## config.mk

```make
export PLATFORM = sky130hd
export DESIGN_NAME = dltq_ram
export DESIGN_NICKNAME = d
export VERILOG_FILES = /design/src/rtl/dltq_ram.sv
export SDC_FILE = /design/constraint.sdc
export NUM_CORES = 1
export LEC_CHECK = 0
export ABC_AREA = 1
export BUFFER_PORTS_ARGS = -buffer_cell sky130_fd_sc_hd__buf_2
export CORE_ASPECT_RATIO = 1.2
export CORE_UTILIZATION = 50
export CTS_CLUSTER_SIZE = 8
export DETAILED_ROUTE_END_ITERATION = 6
export GPL_ROUTABILITY_DRIVEN = 1
export PLACE_DENSITY = 0.66
export SLEW_MARGIN = 25
export SYNTH_ARGS = -nofsm -noshare
export SYNTH_HDL_FRONTEND = slang
export SYNTH_SLANG_ARGS = --single-unit
```

## constraint.sdc

```tcl
create_clock -name clock -period 1.13 [get_ports clock]
set_clock_uncertainty 0.05 [all_clocks]
set_input_delay 0.113 -clock clock [delete_from_list [all_inputs] [get_ports clock]]
set_output_delay 0.113 -clock clock [all_outputs]
set_load 0.02 [all_outputs]
```

## src/rtl/dltq_ram.sv

```systemverilog
// Generic single-write, single-read synchronous RAM with a registered read.
// No dependencies.
module dltq_ram #(
   parameter int WIDTH = 8,
   parameter int DEPTH = 16
) (
   input  logic                     clock,
   input  logic                     we,
   input  logic [$clog2(DEPTH)-1:0] waddr,
   input  logic [WIDTH-1:0]         wdata,
   input  logic [$clog2(DEPTH)-1:0] raddr,
   output logic [WIDTH-1:0]         rdata
);
   logic [WIDTH-1:0] mem [DEPTH];

   always_ff @(posedge clock) begin
      if (we) begin
         mem[waddr] <= wdata;
      end
      rdata <= mem[raddr];
   end
endmodule

```

; ---- Word-level counts from Yosys, hierarchy flattened
; Memories as Yosys holds them, arrays and structs flattened. A register that Yosys moved wholly into a read port is not among the register bits.
; Index checks and enable logic that the tools add are counted.
[totals]
ff_bits = 0
in_bits = 18
n_memories = 1
out_inout_bits = 8
mem_bits_rw = 128
[memory_table]
columns = memory, words, word_bits, read_ports, rd_clocked_by_memory_dff, wr, line_no
row1 = mem, 16, 8, 1, 1, 1, 14  ; logic [WIDTH-1:0] mem [DEPTH];
[classes]
muxes = 2
[op_table]
columns = cell, n
row1 = $mux W1, 2

; ---- Depth between registers and ports, before layout
; Gate-level depths: netlist of run 1.
[logic_depth]
word_depth = 2
mapped_depth = 8
ltp_nobuf = 7

; ---- Worst setup path before layout of run 1
; Ideal clock, no wire load.
[synth_path]
kind = input-to-reg
start = input waddr[3]
end = memory mem[4][0] (enable)
path_slack_ns = 0.016
setup_time_ns = 0.370
cell_stages = 2
arrival_ns = 0.694
cell_sequence = nand3b_1 -> nor2_1
[synth_lines]
columns = item, line_no
row1 = start: declaration, 9  ; input logic [$clog2(DEPTH)-1:0] waddr,
row2 = end: declaration, 14
; Straight into the memory's write port.

; ---- Worst setup path in the final report of run 1
[layout_path]
start = register rdata[6] (read register of mem)
end = output rdata[6]
[layout_lines]
columns = item, line_no
row1 = start: declaration, 12  ; output logic [WIDTH-1:0] rdata
; No word-level cell between the ends.

==> flow_summary.yaml, run 1 <==
outcome:
  outcome: "completed"
global_route:
  grt_pass1_wl_um: 20200
  pin_count_of_the_biggest_net_entering_global_routing: 65
  grt_pass1_vias: 3788
  grtUsageTotal_pct: 23.5
  grt-ovfl-total: 0
  grt_antenna_before_repair: 0
yosys:
  yosys_register_bits: 136
  synth.mux.area_fraction_pct: 0
  synthesis.nets: 569
  ys_seq_area_share_pct: 69.4
  xor_xnor_share_of_the_synthesized_area_pct: 0
  largest_family_of_logic_cells_by_synthesized_area: "simple AND/OR/NAND/NOR gates"
  netlist_area_um2: 5770
  post_synth_fa_ha_maj_area_fraction_pct: 0
  yosys_warnings: 0
  postSynthAreaPerCell_um2: 10.5
  synth_simple_gate_area_share_pct: 21.0
  synth-compound-area-share_pct: 0
  synth_cells: 551
  netlist-cell-type-count: 12
floorplan:
  io-pin-count: 26
  core_area_um2: 11100
  rows: 42
  initial_utilization_pct: 51.8
  die_y_um: 120
  dieWidth_um: 100
  design.die.area_um2: 12000
clock_tree:
  clock_sink_count: 136
  cts_inserted_buffers: 17
  tritoncts: "built"
  clockRootBuffer: "clkbuf_16"
  clk_latency_ns: 0.42
  cts_max_path_buffers: 2
  worst_setup_hold_path_clk_slew_ns: 0.05
  h-tree-depth: 4
min_path:
  worst_hold_path.num_cells: 1
  worst_hold_path.endpoint: "mem[10][7]"
  hold_path.class: "input pin to flip-flop"
  worst_hold_startpoint: "wdata[7]"
power_and_ir_drop:
  net-switching-power_mw: 2.57
  total_leakage_power_nw: 3.00
  cellPowerDensity_nw_per_um2: 1820
  p_int_mw: 9.96
  p_sw_share_pct: 20.5
  sequential_power_share_pct: 45.3
  totalPowerFinal_mw: 12.5
  comb_power_share_pct: 6.1
  p_clk_share_pct: 48.6
  max_ir_drop_vdd_mv: 1.18
place:
  port_buffers: 25
  routabilityCongestion: 0.809
  pre_cts_ws_ns: -0.135
  place_hpwl_um: 7740
  postPlaceCellArea_um2: 6170
sta:
  max-slew-margin-rel_pct: 74.1
  timing.fmax_ghz: 0.919
  final_cycle_utilization_of_the_critical_path_pct: 96.3
  final-max-slew-violation-count: 0
  timing.final.ws_setup_ns: 0.0416
  worst-slew-pin-transition_ns: 0.389
  finalSetupTns_ns: 0
  final-setup-viol-count: 0
  time_the_worst_path_needs_with_i_o_delays_and_setup_ns: 1.09
  hold_viol: 0
cells_and_area:
  num-nets-final: 614
  finalCoreUtilization_pct: 61.6
  commonest_cells_after_routing_fill_and_taps_aside: "nand2_1 (173), edfxtp_1 (128), inv_1 (100)"
  layout_commonest_cell: "nand2_1"
  postLayoutCellArea_um2: 6860
  area.growth.synth_to_final_pct: 19.0
  final_layout_size_suffix_gt1_share_pct: 14.1
  antenna-diode-count: 0
worst_setup_path:
  critical-path-top-delay-family: "flip-flops"
  crit_slowest_cell: "dfxtp_1"
  worstRegToRegCells: 6
  path_cells: "buf_4"
  critical_path.n_buffers_inverters: 1
  slowest_delay_ns: 0.36
  timing.critical_path.arrival_ns: 0.93
  start_kind: "flip-flop"
  critPathCaptureType: "primary output"
  reg2reg_slack_ns: 0.05
  path_class: "flip-flop to primary output"
  rr_startpoint: "mem[1][4]"
  largest_fanout_on_the_critical_path: 1
  regToRegEndpoint: "rdata[4]"
  crit_required_ns: 0.97
route:
  detail_route.vias_per_cell: 5.03
  antenna_violating_nets_post_route: 0
  drtPass1Iterations: 5
  detail_route.wirelength_um: 12800
  num_vias: 3835
  drt_iter0_markers: 278
  remaining_drc_errors: 0
  post_drt_wl_per_cell_um: 16.8
run:
  maxCapViolCount: 0
## through the flow
stage                     instances  hold WS, ns
final                           763       0.0754
after global routing            763       0.0777
after CTS                       763       0.0691
after detailed placement        730        0.351
after global placement          730        0.347
after floorplan                 551        0.162
## synthesized netlist by cell type
master    number  share of area [%]
nand3b_1       2               0.26
nand2_1      173                 11
inv_1        100                6.5
dfxtp_1        8                2.8
buf_6          6                1.2
edfxtp_1     128                 67
buf_2         13                1.1
nand3_1       97                8.4
inv_2          2               0.13
buf_1          1              0.065
buf_4          4               0.52
nor2_1        17                1.1
## area by class of cell
cell class              count  area (um^2)
clock buffers              20          467
fillers                   903         4280
multi-input cells         289         1230
inverters                 102          383
repair buffers             50          393
clock inverters            12          196
flip-flops and latches    136         4000
well taps                 154          193
## what timing repair did
action / 4_1_cts / 5_1_grt
buffers inserted: 0 / 0
hold endpoints to repair: 1 / 0
hold buffers: 1 / 0
gates resized for setup: 0 / 4
endpoints found under the setup margin: 0 / 3
## worst max path at each step
| stage | slack [ns] | to | cells after the start | start |
|---|---|---|---|---|
| 2_1_floorplan | 0.02 | mem[4][0] | 2 | waddr[3] |
| 3_3_place_gp | -0.14 | rdata[0] | 7 | raddr[0] |
| 3_5_place_dp | -0.13 | rdata[0] | 7 | raddr[0] |
| 4_1_cts | 0.006 | rdata[6] | 1 | rdata[6] |
| 5_1_grt | -0.02 | rdata[4] | 6 | mem[1][4] |
| 6_report | 0.04 | rdata[6] | 1 | rdata[6] |
## cell families after synthesis
kind of cell	after synthesis
buffers and inverters	126
AND/OR/NAND/NOR	289
flip-flops	136
## power by group through the flow
stage	clock network (mW)	registers, mW	logic (mW)
after global routing	6.34	5.68	0.845
after detailed placement	0	5.78	0.758
after CTS	6.14	5.67	0.766
final	6.09	5.67	0.767
after floorplan	0	5.81	0.398
after global placement	0	5.78	0.749
## flip-flops by register name, indices dropped and copies added (netlist names)
name	cells
rdata	8
mem	128
## layer usage
metal  track usage, %  vias up  share of wire, %
met3             5.47       32               6.3
li1                 -     1862                 -
met1             30.1     1801                41
met5                0        -                 0
met2             37.1      140                49
met4             12.8        0               3.5
Note: power is estimated with default switching activity, not from simulation.
==> run 2: changes to the inputs <==
CELL_PAD_IN_SITES_DETAIL_PLACEMENT = 1   (was unset)
CELL_PAD_IN_SITES_GLOBAL_PLACEMENT = 1   (was unset)
CORE_UTILIZATION = 44   (was 50)
CTS_CLUSTER_SIZE = unset   (was 8)
PLACE_DENSITY = 0.71   (was 0.66)
==> run 2 against run 1 <==
Register-to-register slack is essentially flat. Non-clock buffer count grew 14. Combinational power grew 10%. First-iteration DRC count shrank 38%. Die area grew 13%. Critical path depth is the same. Critical endpoint is now rdata[4]. Largest cell class unchanged. Largest power group is now sequential cells.
==> flow_summary.yaml, run 2 (synthesis results as in run 1) <==
floorplan:
  dieWidth_um: 107
  rows: 45
  die_y_um: 127
  io-pin-count: 26
  initial_utilization_pct: 45.3
  design.die.area_um2: 13600
  core_area_um2: 12700
clock_tree:
  cts_hold_buf: 0
  clk_latency_ns: 0.41
  clockRootBuffer: "clkbuf_16"
  h-tree-depth: 4
  clock_sink_count: 136
  cts_setup_buffers: 0
  tritoncts: "built"
  cts_max_path_buffers: 2
  worst_setup_hold_path_clk_slew_ns: 0.06
  cts_resized: 0
  cts_inserted_buffers: 17
global_route:
  grtUsageTotal_pct: 24.7
  grt_antenna_before_repair: 0
  pin_count_of_the_biggest_net_entering_global_routing: 38
  grt_pass1_wl_um: 24100
  grt-ovfl-total: 0
  grt_pass1_vias: 4508
worst_setup_path:
  crit_required_ns: 0.97
  largest_fanout_on_the_critical_path: 1
  slowest_delay_ns: 0.36
  start_kind: "flip-flop"
  critical_path.n_buffers_inverters: 1
  crit_slowest_cell: "dfxtp_1"
  timing.critical_path.arrival_ns: 0.94
  critPathCaptureType: "primary output"
  critical-path-top-delay-family: "flip-flops"
  path_cells: "buf_2"
  path_class: "flip-flop to primary output"
cells_and_area:
  area.growth.synth_to_final_pct: 20.5
  num-nets-final: 628
  layout_commonest_cell: "nand2_1"
  largest_register_ffs: 128
  antenna-diode-count: 0
  finalCoreUtilization_pct: 54.6
  final_layout_size_suffix_gt1_share_pct: 16.1
  registers.top_by_ff_count: "mem"
  commonest_cells_after_routing_fill_and_taps_aside: "nand2_1 (172), edfxtp_1 (128), inv_1 (100)"
  reg_top3: "mem: 128 flops, rdata: 8 flops"
route:
  detail_route.vias_per_cell: 5.10
  post_drt_wl_per_cell_um: 19.3
  antenna_violating_nets_post_route: 0
  num_vias: 4011
  drt_iter0_markers: 171
  drtPass1Iterations: 4
  remaining_drc_errors: 0
  detail_route.wirelength_um: 15200
sta:
  worst-slew-pin-transition_ns: 0.420
  hold_viol: 0
  final-setup-viol-count: 0
  final_cycle_utilization_of_the_critical_path_pct: 97.8
  max-slew-margin-rel_pct: 72.0
  timing.fmax_ghz: 0.905
  time_the_worst_path_needs_with_i_o_delays_and_setup_ns: 1.10
  final-max-slew-violation-count: 0
place:
  place_hpwl_um: 10200
  routabilityCongestion: 0.797
  port_buffers: 25
power_and_ir_drop:
  cellPowerDensity_nw_per_um2: 1730
  max_ir_drop_vdd_mv: 0.938
  total_leakage_power_nw: 3.05
  totalPowerFinal_mw: 12.0
outcome:
  outcome: "completed"
min_path:
  hold_path.class: "input pin to flip-flop"
run:
  maxCapViolCount: 0
-- run 2: cell count changes in the layout (fill, tap and decap cells not counted), sizes merged --
| cell | change |
|---|---|
| clkinv | +4 |
| buf | +15 |
| bufinv | -2 |
| clkbuf | -2 |
| dlygate4sd3 | -1 |
-- run 2: layer usage --
| metal | global-route usage [%] | share of wire (%) | vias up | wire, um |
|---|---|---|---|---|
| li1 | - | - | 1893 | - |
| met5 | 0 | 0 | - | 0 |
| met2 | 43.7 | 52 | 93 | 7880 |
| met4 | 11.1 | 2.7 | 0 | 405 |
| met3 | 5.05 | 4.1 | 30 | 628 |
| met1 | 28.9 | 41 | 1995 | 6270 |
-- run 2: per-stage QoR --
step | worst slack, ns | cell area [um^2] | hold WS (ns) | std cells | setup TNS [ns]
global placement | -0.0851 | 6340 | 0.473 | 755 | -1.78
floorplan | 0.0162 | 5770 | 0.162 | 551 | 0
CTS | 0.00972 | 6920 | 0.0484 | 787 | 0
finish | 0.0252 | 6950 | 0.0553 | 787 | 0
global route | -0.00129 | 6950 | 0.0638 | 787 | -0.00129
detailed placement | -0.130 | 6340 | 0.456 | 755 | -6.47
-- run 2: final cells by class --
| class | count | area (um^2) |
|---|---|---|
| flip-flops and latches | 136 | 4000 |
| multi-input cells | 289 | 1240 |
| repair buffers | 64 | 536 |
| well taps | 164 | 205 |
| clock inverters | 14 | 158 |
| clock buffers | 18 | 429 |
| fillers | 1396 | 5770 |
| inverters | 102 | 383 |
-- run 2: path summary, 6_finish.rpt --
path | depth (start not counted) | to | startpoint | slack, ns
setup / recovery | 1 | rdata[4] | rdata[4] | 0.03
hold / removal | 1 | mem[11][7] | wdata[7] | 0.06
hold reg to reg | 6 | rdata[5] | mem[12][5] | 0.65
setup reg to reg | 6 | rdata[1] | mem[9][1] | 0.06
-- run 2: report_power, final --
group | switching (mW) | total, mW | internal [mW]
logic | 0.562 | 0.845 | 0.283
clock network | 2.03 | 5.46 | 3.44
registers | 0.0406 | 5.68 | 5.64
